### src/sv/pidc_pkg.sv
// Shared constants and types for the PID controller block.
`default_nettype none

package pidc_pkg;

	localparam int SAMPLE_WIDTH_DEF   = 16;
	localparam int GAIN_FRAC_BITS_DEF = 8;

	localparam int GAIN_W     = 16;
	localparam int LIMIT_W    = 23;
	localparam int SUM_W      = LIMIT_W + 1;
	localparam int DRIVE_W    = 32;
	localparam int CFG_IDX_W  = 3;
	localparam int CFG_DATA_W = 23;

	typedef enum logic [CFG_IDX_W-1:0] {
		REG_MODE   = 3'd0,
		REG_GAIN_P = 3'd1,
		REG_GAIN_I = 3'd2,
		REG_GAIN_D = 3'd3,
		REG_LIMIT  = 3'd4
	} cfg_reg_t;

	typedef enum logic {
		MODE_POS = 1'b0,
		MODE_INC = 1'b1
	} mode_t;

endpackage

`default_nettype wire

### src/sv/pidc_if.sv
// Valid/ready channel interfaces for sample input and drive output.
`default_nettype none

interface pidc_in_if #(
	parameter int SAMPLE_WIDTH = pidc_pkg::SAMPLE_WIDTH_DEF
);
	logic                           valid;
	logic                           ready;
	logic signed [SAMPLE_WIDTH-1:0] target;
	logic signed [SAMPLE_WIDTH-1:0] measured;

	modport source (output valid, output target, output measured, input ready);
	modport sink   (input valid, input target, input measured, output ready);
endinterface

interface pidc_out_if;
	import pidc_pkg::*;

	logic                      valid;
	logic                      ready;
	logic signed [DRIVE_W-1:0] drive;

	modport source (output valid, output drive, input ready);
	modport sink   (input valid, input drive, output ready);
endinterface

`default_nettype wire

### src/sv/pid_controller_pos_inc.sv
// PID controller, positional or incremental form, one sample per beat.
// The block takes one (target, measured) beat per clock while the output side is not stalled
// and returns one drive beat per sample, through the input register and then the result register.
// Samples land in the input register; once the result register is free or moves on, the error,
// error sum clamp, three Q8.8 gain multiplies, the saturating sum and the state update run in
// one pass into the result register, so the state feedback loop through that pass sets the clock
// rate. The input side keeps accepting while a finished drive waits, as long as the input register
// is free or moves on. Gains, mode and the integral limit are to be written by the user through
// the cfg port while no sample is in flight; the block itself does not enforce this. State (error
// history, error sum, output accumulator) clears on reset only.
`default_nettype none

module pid_controller_pos_inc #(
	parameter int SAMPLE_WIDTH   = pidc_pkg::SAMPLE_WIDTH_DEF,
	parameter int GAIN_FRAC_BITS = pidc_pkg::GAIN_FRAC_BITS_DEF
) (
	input  wire logic                             clk,
	input  wire logic                             arst_n,
	pidc_in_if.sink                               in_ch,
	pidc_out_if.source                            out_ch,
	input  wire logic                             cfg_we,
	input  wire logic [pidc_pkg::CFG_IDX_W-1:0]   cfg_index,
	input  wire logic [pidc_pkg::CFG_DATA_W-1:0]  cfg_data
);
	import pidc_pkg::*;

	localparam int EW  = SAMPLE_WIDTH + 1;
	localparam int D1W = EW + 1;
	localparam int D2W = EW + 2;
	localparam int SPW = ((SUM_W > EW) ? SUM_W : EW) + 1;
	localparam int OW  = (SUM_W > D2W) ? SUM_W : D2W;
	localparam int MW  = GAIN_W + OW;
	localparam int RW  = MW + 2;
	localparam int AW  = RW + 1;

	localparam logic signed [AW-1:0] DMAX = {{(AW-DRIVE_W+1){1'b0}}, {(DRIVE_W-1){1'b1}}};
	localparam logic signed [AW-1:0] DMIN = {{(AW-DRIVE_W+1){1'b1}}, {(DRIVE_W-1){1'b0}}};

	function automatic logic signed [DRIVE_W-1:0] sat_drive(input logic signed [AW-1:0] v);
		logic signed [AW-1:0] c;
		if (v > DMAX) begin
			c = DMAX;
		end else if (v < DMIN) begin
			c = DMIN;
		end else begin
			c = v;
		end
		return c[DRIVE_W-1:0];
	endfunction

	// configuration
	mode_t                     mode_q;
	logic signed [GAIN_W-1:0]  gain_p_q;
	logic signed [GAIN_W-1:0]  gain_i_q;
	logic signed [GAIN_W-1:0]  gain_d_q;
	logic        [LIMIT_W-1:0] limit_q;

	always_ff @(posedge clk or negedge arst_n) begin
		if (!arst_n) begin
			mode_q   <= MODE_POS;
			gain_p_q <= '0;
			gain_i_q <= '0;
			gain_d_q <= '0;
			limit_q  <= '0;
		end else if (cfg_we) begin
			unique case (cfg_index)
				REG_MODE:   mode_q   <= mode_t'(cfg_data[0]);
				REG_GAIN_P: gain_p_q <= cfg_data[GAIN_W-1:0];
				REG_GAIN_I: gain_i_q <= cfg_data[GAIN_W-1:0];
				REG_GAIN_D: gain_d_q <= cfg_data[GAIN_W-1:0];
				REG_LIMIT:  limit_q  <= cfg_data[LIMIT_W-1:0];
				default:    ;
			endcase
		end
	end

	// handshake
	logic valid_s1;
	logic valid_s2;
	logic adv;
	logic fire;

	assign adv          = !valid_s2 || out_ch.ready;
	assign in_ch.ready  = !valid_s1 || adv;
	assign fire         = valid_s1 && adv;
	assign out_ch.valid = valid_s2;

	always_ff @(posedge clk or negedge arst_n) begin
		if (!arst_n) begin
			valid_s1 <= 1'b0;
			valid_s2 <= 1'b0;
		end else begin
			if (in_ch.ready) begin
				valid_s1 <= in_ch.valid;
			end
			if (adv) begin
				valid_s2 <= valid_s1;
			end
		end
	end

	logic signed [SAMPLE_WIDTH-1:0] target_s1;
	logic signed [SAMPLE_WIDTH-1:0] measured_s1;

	always_ff @(posedge clk) begin
		if (in_ch.valid && in_ch.ready) begin
			target_s1   <= in_ch.target;
			measured_s1 <= in_ch.measured;
		end
	end

	// controller state
	logic signed [EW-1:0]      prev_err_q;
	logic signed [EW-1:0]      pprev_err_q;
	logic signed [SUM_W-1:0]   err_sum_q;
	logic signed [DRIVE_W-1:0] accum_q;

	// datapath
	logic signed [EW-1:0]      err;
	logic signed [D1W-1:0]     d1;
	logic signed [D2W-1:0]     d2;
	logic signed [SPW-1:0]     sum_raw;
	logic signed [SPW-1:0]     lim_pos;
	logic signed [SPW-1:0]     lim_neg;
	logic signed [SPW-1:0]     sum_clamp;
	logic signed [SUM_W-1:0]   sum_next;
	logic signed [OW-1:0]      op_p;
	logic signed [OW-1:0]      op_i;
	logic signed [OW-1:0]      op_d;
	logic signed [MW-1:0]      prod_p;
	logic signed [MW-1:0]      prod_i;
	logic signed [MW-1:0]      prod_d;
	logic signed [RW-1:0]      total;
	logic signed [AW-1:0]      acc_sum;
	logic signed [DRIVE_W-1:0] drive_next;

	always_comb begin
		err     = EW'(target_s1) - EW'(measured_s1);
		d1      = D1W'(err) - D1W'(prev_err_q);
		d2      = D2W'(err) - (D2W'(prev_err_q) <<< 1) + D2W'(pprev_err_q);
		sum_raw = SPW'(err_sum_q) + SPW'(err);
		lim_pos = SPW'(signed'({1'b0, limit_q}));
		lim_neg = -lim_pos;
		if (sum_raw > lim_pos) begin
			sum_clamp = lim_pos;
		end else if (sum_raw < lim_neg) begin
			sum_clamp = lim_neg;
		end else begin
			sum_clamp = sum_raw;
		end
		sum_next = sum_clamp[SUM_W-1:0];

		if (mode_q == MODE_INC) begin
			op_p = OW'(d1);
			op_i = OW'(err);
			op_d = OW'(d2);
		end else begin
			op_p = OW'(err);
			op_i = OW'(sum_next);
			op_d = OW'(d1);
		end

		prod_p = MW'(op_p) * MW'(gain_p_q);
		prod_i = MW'(op_i) * MW'(gain_i_q);
		prod_d = MW'(op_d) * MW'(gain_d_q);

		total = RW'(prod_p >>> GAIN_FRAC_BITS) + RW'(prod_i >>> GAIN_FRAC_BITS)
		      + RW'(prod_d >>> GAIN_FRAC_BITS);
		acc_sum = AW'(total) + AW'(accum_q);

		if (mode_q == MODE_INC) begin
			drive_next = sat_drive(acc_sum);
		end else begin
			drive_next = sat_drive(AW'(total));
		end
	end

	always_ff @(posedge clk or negedge arst_n) begin
		if (!arst_n) begin
			prev_err_q  <= '0;
			pprev_err_q <= '0;
			err_sum_q   <= '0;
			accum_q     <= '0;
		end else if (fire) begin
			prev_err_q <= err;
			if (mode_q == MODE_INC) begin
				pprev_err_q <= prev_err_q;
				accum_q     <= drive_next;
			end else begin
				err_sum_q <= sum_next;
			end
		end
	end

	logic signed [DRIVE_W-1:0] drive_s2;

	always_ff @(posedge clk) begin
		if (fire) begin
			drive_s2 <= drive_next;
		end
	end

	assign out_ch.drive = drive_s2;

endmodule

`default_nettype wire

### src/flat_wrapper.sv
// flat-port wrapper written by rule: the top's interface ports become plain ports
module pid_controller_pos_inc_flat import pidc_pkg::*;
#(
	parameter int SAMPLE_WIDTH   = pidc_pkg::SAMPLE_WIDTH_DEF,
	parameter int GAIN_FRAC_BITS = pidc_pkg::GAIN_FRAC_BITS_DEF
)
  (clk, arst_n, cfg_we, cfg_index, cfg_data, in_ch_valid, in_ch_target, in_ch_measured, in_ch_ready, out_ch_valid, out_ch_drive, out_ch_ready);
  pidc_in_if #(.SAMPLE_WIDTH(SAMPLE_WIDTH)) in_ch_i ();
  pidc_out_if out_ch_i ();
  input  wire logic clk;
  input  wire logic arst_n;
  input  wire logic cfg_we;
  input  wire logic [pidc_pkg::CFG_IDX_W-1:0] cfg_index;
  input  wire logic [pidc_pkg::CFG_DATA_W-1:0] cfg_data;
  input wire logic [$bits(in_ch_i.valid)-1:0] in_ch_valid;
  input wire logic [$bits(in_ch_i.target)-1:0] in_ch_target;
  input wire logic [$bits(in_ch_i.measured)-1:0] in_ch_measured;
  output wire logic [$bits(in_ch_i.ready)-1:0] in_ch_ready;
  output wire logic [$bits(out_ch_i.valid)-1:0] out_ch_valid;
  output wire logic [$bits(out_ch_i.drive)-1:0] out_ch_drive;
  input wire logic [$bits(out_ch_i.ready)-1:0] out_ch_ready;
  assign in_ch_i.valid = in_ch_valid;
  assign in_ch_i.target = in_ch_target;
  assign in_ch_i.measured = in_ch_measured;
  assign in_ch_ready = in_ch_i.ready;
  assign out_ch_valid = out_ch_i.valid;
  assign out_ch_drive = out_ch_i.drive;
  assign out_ch_i.ready = out_ch_ready;
  pid_controller_pos_inc #(.SAMPLE_WIDTH(SAMPLE_WIDTH), .GAIN_FRAC_BITS(GAIN_FRAC_BITS)) u_core (.clk(clk), .arst_n(arst_n), .in_ch(in_ch_i), .out_ch(out_ch_i), .cfg_we(cfg_we), .cfg_index(cfg_index), .cfg_data(cfg_data));
endmodule
### config.mk
export PLATFORM = sky130hd
export DESIGN_NAME = pid_controller_pos_inc_flat
export DESIGN_NICKNAME = d
export VERILOG_FILES = /design/src/sv/pidc_pkg.sv /design/src/sv/pidc_if.sv /design/src/sv/pid_controller_pos_inc.sv /design/src/flat_wrapper.sv
export SDC_FILE = /design/constraint.sdc
export NUM_CORES = 2
export LEC_CHECK = 0
export BUFFER_PORTS_ARGS = -buffer_cell sky130_fd_sc_hd__buf_2
export CORE_MARGIN = 2
export CORE_UTILIZATION = 50
export CTS_CLUSTER_SIZE = 40
export DETAILED_ROUTE_END_ITERATION = 8
export HOLD_SLACK_MARGIN = 0.05
export PLACE_DENSITY = 0.66
export SLEW_MARGIN = 20
export SYNTH_ARGS = -nofsm -noshare
export SYNTH_HDL_FRONTEND = slang
export SYNTH_SLANG_ARGS = --single-unit
### constraint.sdc
create_clock -name clk -period 26.1 [get_ports clk]
set_input_delay 5.22 -clock clk [delete_from_list [all_inputs] [get_ports clk]]
set_output_delay 5.22 -clock clk [all_outputs]
set_load 0.01 [all_outputs]
After elaboration in Yosys (flattened, before gate mapping)
Index checks and enable logic that the tools add are counted.
{"block": "op_classes", "addsub": 9, "n_mul": 3, "div": 0, "magnitude_cmp": 6, "eq_ne": 4, "shifts": 0, "mux": 10, "bitwise": 1, "n_reduce_logical": 14}
{"cell": "2-to-1 mux 32 bit", "count": 5}
{"cell": "multiplier 24 x 16 -> 40 bit", "count": 3}
{"cell": "2-to-1 mux 24 bit", "count": 5}
{"cell": "adder 42 x 32 -> 43 bit", "count": 1}
{"cell": "> comparator 43 x 32 -> 1 bit, second input constant", "count": 1}
{"cell": "< comparator 43 x 32 -> 1 bit, second input constant", "count": 1}
{"cell": "> comparator 42 x 32 -> 1 bit, second input constant", "count": 1}
{"cell": "< comparator 42 x 32 -> 1 bit, second input constant", "count": 1}
{"cell": "adder 33 x 32 -> 34 bit", "count": 1}
{"cell": "adder 32 x 32 -> 33 bit", "count": 1}
{"cell": "adder 24 x 17 -> 25 bit", "count": 1}
{"cell": "> comparator 25 x 24 -> 1 bit", "count": 1}
{"cell": "< comparator 25 bit", "count": 1}
{"cell": "negation 23 -> 25 bit", "count": 1}
{"cell": "adder 19 x 17 -> 19 bit", "count": 1}
{"cell": "subtractor 17 x 18 -> 19 bit", "count": 1}
{"cell": "subtractor 17 x 17 -> 18 bit", "count": 1}
{"cell": "subtractor 16 x 16 -> 17 bit", "count": 1}
{"cell": "AND reduction 2 bit", "count": 7}
{"cell": "== test 3 x 2 -> 1 bit, second input constant", "count": 2}
{"cell": "== test 3 x 1 -> 1 bit, second input constant", "count": 1}
{"cell": "== test 3 bit, second input constant", "count": 1}
{"cell": "logical NOT 3 bit", "count": 1}
{"cell": "logical AND 1 bit", "count": 2}
{"cell": "other kinds (3)", "count": 5}
{"block": "word_totals", "ff_bits": 228, "latchBits": 0, "mem_bits_rw": 0, "romBits": 0, "input_bits": 63, "out_inout_bits": 34, "wordCells": 61, "mem_count": 0}

Depth between registers and ports, before layout
{"block": "logic_depth", "word_depth": 14, "depth_mapped": 92, "ltp_nobuf": 87}

Worst setup path before layout
Ideal clock, no wire load.
{"block": "synth_timing", "path_type": "register -> register", "startpoint": "register u_core.measured_s1[0]", "endpoint": "register u_core.drive_s2[28], in the netlist u_core.out_ch.drive[28], data pin", "arrival_ns": 17.106, "required_time_ns": 25.830, "path_slack_ns": 8.724, "stages_incl_launch_ff": 86, "path_buffers": 5, "path_cell_list": "edfxtp_1 -> ha_1 -> fa_1 -> nor2b_1 -> o21ai_0 -> a21boi_1 -> o21ai_0 -> a21boi_1 -> o21ai_0 -> a21boi_0 -> o21ai_1 -> nor2b_1 -> xor2_1 -> inv_1 -> ha_1 -> and4_1 -> a221oi_1 -> a21o_1 -> [... 50 more ...] -> a21oi_1 -> xnor2_1 -> ha_1 -> a21o_1 -> a21o_1 -> a21o_1 -> a21oi_1 -> o21ai_0 -> a21oi_1 -> a211oi_1 -> a2111oi_0 -> a311oi_1 -> o31a_1 -> nand2b_1 -> clkbuf_1 -> buf_2 -> a21oi_1 -> a21oi_1"}
{"block": "synth_via", "elab_chain_cells": 14}
{"element": "start: declaration", "line": "pid_controller_pos_inc.sv:103", "source": "logic signed [SAMPLE_WIDTH-1:0] measured_s1;"}
{"element": "start signal: assignment", "line": "pid_controller_pos_inc.sv:108", "source": "measured_s1 <= in_ch.measured;"}
{"element": "subtractor 16 x 16 -> 17 bit *", "line": "pid_controller_pos_inc.sv:138", "source": "err = EW'(target_s1) - EW'(measured_s1);"}
{"element": "net u_core.err[10]", "line": "pid_controller_pos_inc.sv:119", "source": "logic signed [EW-1:0] err;"}
{"element": "adder 24 x 17 -> 25 bit", "line": "pid_controller_pos_inc.sv:141", "source": "sum_raw = SPW'(err_sum_q) + SPW'(err);"}
{"element": "< comparator 25 bit", "line": "pid_controller_pos_inc.sv:146", "source": "end else if (sum_raw < lim_neg) begin"}
{"element": "2-to-1 mux 24 bit", "line": "pid_controller_pos_inc.sv:146"}
{"element": "2-to-1 mux 24 bit", "line": "pid_controller_pos_inc.sv:144", "source": "if (sum_raw > lim_pos) begin"}
{"element": "2-to-1 mux 24 bit", "line": "pid_controller_pos_inc.sv:153", "source": "if (mode_q == MODE_INC) begin"}
{"element": "multiplier 24 x 16 -> 40 bit", "line": "pid_controller_pos_inc.sv:164", "source": "prod_i = MW'(op_i) * MW'(gain_i_q);"}
{"element": "adder 32 x 32 -> 33 bit", "line": "pid_controller_pos_inc.sv:167", "source": "total = RW'(prod_p >>> GAIN_FRAC_BITS) + RW'(prod_i >>> GAIN_FRAC_BITS)"}
{"element": "adder 33 x 32 -> 34 bit *", "line": "pid_controller_pos_inc.sv:168", "source": "+ RW'(prod_d >>> GAIN_FRAC_BITS);"}
{"element": "adder 42 x 32 -> 43 bit", "line": "pid_controller_pos_inc.sv:169", "source": "acc_sum = AW'(total) + AW'(accum_q);"}
{"element": "< comparator 43 x 32 -> 1 bit", "line": "pid_controller_pos_inc.sv:43", "source": "end else if (v < DMIN) begin"}
{"element": "2-to-1 mux 32 bit", "line": "pid_controller_pos_inc.sv:43"}
{"element": "2-to-1 mux 32 bit", "line": "pid_controller_pos_inc.sv:41", "source": "if (v > DMAX) begin"}
{"element": "2-to-1 mux 32 bit *", "line": "pid_controller_pos_inc.sv:171", "source": "if (mode_q == MODE_INC) begin"}
{"element": "net u_core.drive_next[28]", "line": "pid_controller_pos_inc.sv:135", "source": "logic signed [DRIVE_W-1:0] drive_next;"}
{"element": "end signal: assignment", "line": "pid_controller_pos_inc.sv:199", "source": "drive_s2 <= drive_next;"}
{"element": "end: declaration", "line": "pid_controller_pos_inc.sv:195", "source": "logic signed [DRIVE_W-1:0] drive_s2;"}
The timed path passes the listed nets; every way through them passes the cells marked *.
A chain may end at the register's enable or synchronous reset.

Final worst setup path
{"block": "layout_timing", "startpoint": "register u_core.measured_s1[0]", "endpoint": "register u_core.drive_s2[30], in the netlist u_core.out_ch.drive[30], data pin"}
Same word-level chain as after synthesis.

==> flow_summary.yaml <==
status:
  status: "finished, final reports clean"
clock_network:
  cts_buffer_depth: 3
  cts_setup_buffers: 0
  cts_tree: "yes"
  cts_hold_buf: 0
  cts_resized: 0
  clkTransAtPathRegs_ns: 0.06
  numCtsBuffers: 29
  cts_root_buffer: "clkbuf_16"
  cts_max_level: 1
  clock_sinks: 228
  insertion_delay_ns: 0.61
synth:
  yosys_warnings: 0
  synth-main-ff-cell: "dfrtp_1"
  synth_async_sr_flop_share_pct: 71.93
  synth_edf_count: 64
  post_synth.cell_area_avg_um2: 8.989
  ys_seq_area_share_pct: 11.08
  synth_top_area_share_pct: 38.62
  syn_area_um2: 54380
  yosysTopAreaCell: "fa_1"
  syn-num-nets: 7624
  synthCells: 6049
  ys_types: 84
  synth-seq-cells: 228
  synth.area.top_cells: "fa_1, ha_1, inv_1"
route:
  drc: 0
  via_per_inst: 5.589
  dr.pass1.iters: 8
  vias: 41660
  wl_um: 156600
  wl_per_cell_um: 21.00
  drt_iter0_drc: 2974
  ant_nets: 0
worst_hold_path:
  min_to: "u_core.accum_q[0]"
  hp-class: "flop to flop"
  hp-start: "u_core.accum_q[0]"
  whs_path_depth: 2
placement:
  gp_congestion: 0.9596
  dpl.cell_count: 7397
  dp_hpwl_um: 124900
  port-buffer-count: 96
worst_setup_path:
  critPathMostFrequentCell: "a21oi_1"
  crit_family: "compound AO/OA/AOI/OAI gates"
  r2r-start: "u_core.measured_s1[0]"
  crit_path_top_delay_cell: "a21oi_2"
  worstSetupStartpointType: "flop"
  r2r_slack_ns: 5.76
  crit-reg2reg-capture: "u_core.out_ch.drive[30]"
  cpPeakStageDelay_ns: 0.71
  critPathMaxFanout: 36
  crit_type: "flop to flop"
  arrival_ns: 20.65
  end_kind: "flop"
  worst_ep_required_time_ns: 26.41
  r2r_cells: 82
  critPathBufInv: 8
finish:
  fin_util_pct: 53.43
  area_delta_synth_final_pct: 5.633
  fill_cells: 9878
  layout.nets: 7600
  mostFrequentLayoutCell: "inv_1"
  layout_common_cells: "inv_1, fa_1, nand2_1"
  layout-drive-gt1-share_pct: 6.200
  fin_cells: 7454
global_route:
  grt_pass1_vias: 43864
  antenna_found_initial: 2
  grt_use_total_pct: 28.99
  grt_start_max_net_pins: 100
  overflow: 0
  grt_pass1_wl_um: 250400
floorplanning:
  start_util_pct: 50.58
  core_um2: 107500
  num_rows: 120
  die-area_um2: 111400
  die_h_um: 333.8
  fp.dieW_um: 333.8
  ios: 97
flow_run:
  maxCapViolations: 0
timing:
  drv_slew: 0
  clock.fmax_mhz: 49.16
  finalCriticalPeriod_ns: 20.34
  worst_slew_pin_slew_ns: 1.156
  fin_crit_sh_pct: 77.94
  clock_skew_ns: 0.03117
  rsz0062_at_grt: "false"
  setup_violations: 0
  slew_headroom_pct: 22.41
  timing.setup.tns_ns: 0
  hold_viol_final: 0
==> Yosys cell counts (6+ instances only) <==
| library cell | count |
|---|---|
| a221oi_1 | 8 |
| a21boi_0 | 14 |
| buf_2 | 16 |
| and4_1 | 10 |
| o211ai_1 | 13 |
| dfrtp_1 | 164 |
| xor2_1 | 57 |
| mux2_2 | 63 |
| fa_1 | 1049 |
| nor2_1 | 226 |
| clkbuf_1 | 200 |
| a21boi_1 | 7 |
| o21bai_1 | 18 |
| inv_1 | 1170 |
| a21oi_1 | 242 |
| a31o_2 | 7 |
| nand4_1 | 24 |
| o21ai_1 | 37 |
| nor3_1 | 46 |
| a211o_1 | 6 |
| o31a_1 | 6 |
| o21a_1 | 36 |
| mux2i_1 | 24 |
| and3_1 | 16 |
| a211oi_1 | 18 |
| buf_1 | 16 |
| or3_1 | 18 |
| ha_1 | 463 |
| nand3_1 | 56 |
| and2_1 | 370 |
| or2_2 | 39 |
| or2_1 | 7 |
| xnor2_1 | 143 |
| nand2_1 | 861 |
| o22ai_1 | 14 |
| a31oi_1 | 27 |
| nor2b_1 | 48 |
| a21o_1 | 95 |
| o31ai_1 | 13 |
| edfxtp_1 | 64 |
| nand2b_1 | 43 |
| o21ai_0 | 211 |
==> metal layers <==
metal	up-vias	global-route usage, %	wire (um)
met5	-	0	0
met4	0	10.33	6260
met3	303	4.824	12080
met2	1465	48.07	74240
met1	21171	38.50	63980
li1	18721	-	-
==> registers in the layout (all words and copies together) (netlist names), 17 cells and up <==
register             count
u_core.accum_q          32
u_core.out_ch.drive     32
u_core.err_sum_q        24
u_core.limit_q          23
u_core.pprev_err_q      17
u_core.prev_err_q       17
==> layout make-up <==
type	count	area (um^2)	share of cell area (%)
multi-input cells	4416	43160	75.13
well taps	1403	1755	3.056
inverters	1172	4399	7.659
diodes	3	7.507	0.01307
clock inverters	20	222.7	0.3877
flip-flops and latches	228	6028	10.50
clock buffers	34	764.5	1.331
repair buffers	178	1105	1.923
==> how the worst max path moves through the flow <==
stage               cells past startpoint  slack (ns)                 endpoint                   from
finish                                 82        5.76  u_core.out_ch.drive[30]  u_core.measured_s1[0]
global route                           83        4.05  u_core.out_ch.drive[16]  u_core.measured_s1[0]
CTS                                    82        5.96  u_core.out_ch.drive[30]  u_core.measured_s1[0]
detailed placement                     80        6.08  u_core.out_ch.drive[30]  u_core.measured_s1[0]
global placement                       79        6.53  u_core.out_ch.drive[30]  u_core.measured_s1[0]
floorplan                              85        8.72  u_core.out_ch.drive[28]  u_core.measured_s1[0]
==> worst min-delay path: stages (launching register included) <==
cell and delay, ns:
dfrtp_1 0.35, nand2_1 0.05, o31ai_1 0.05
==> cells by family (layout without fill, tap and decap cells) <==
logic type      after synthesis  after routing  synth area share [%]
xor+xnor                    200            200                 3.221
mux                          87             87                 1.746
other cells                   0              3                     0
compound gates              830            830                 9.476
fa+ha+maj                  1513           1513                 49.29
buf+inv                    1405           1404                 9.743
simple gates               1786           1786                 15.44
flops                       228            228                 11.08
==> per-stage QoR <==
stage,instance area [um^2],hold slack [ns],setup WS (ns)
6_report,57440,0.4840,5.758
5_1_grt,57430,0.5170,4.049
4_1_cts,57420,0.4835,5.965
3_3_place_gp,56430,0.4651,6.533
3_5_place_dp,56430,0.4711,6.079
2_1_floorplan,54380,0.4498,8.724
Power is not shown: default switching activity piles up to over one toggle a cycle in this logic, so the estimate is an artifact.
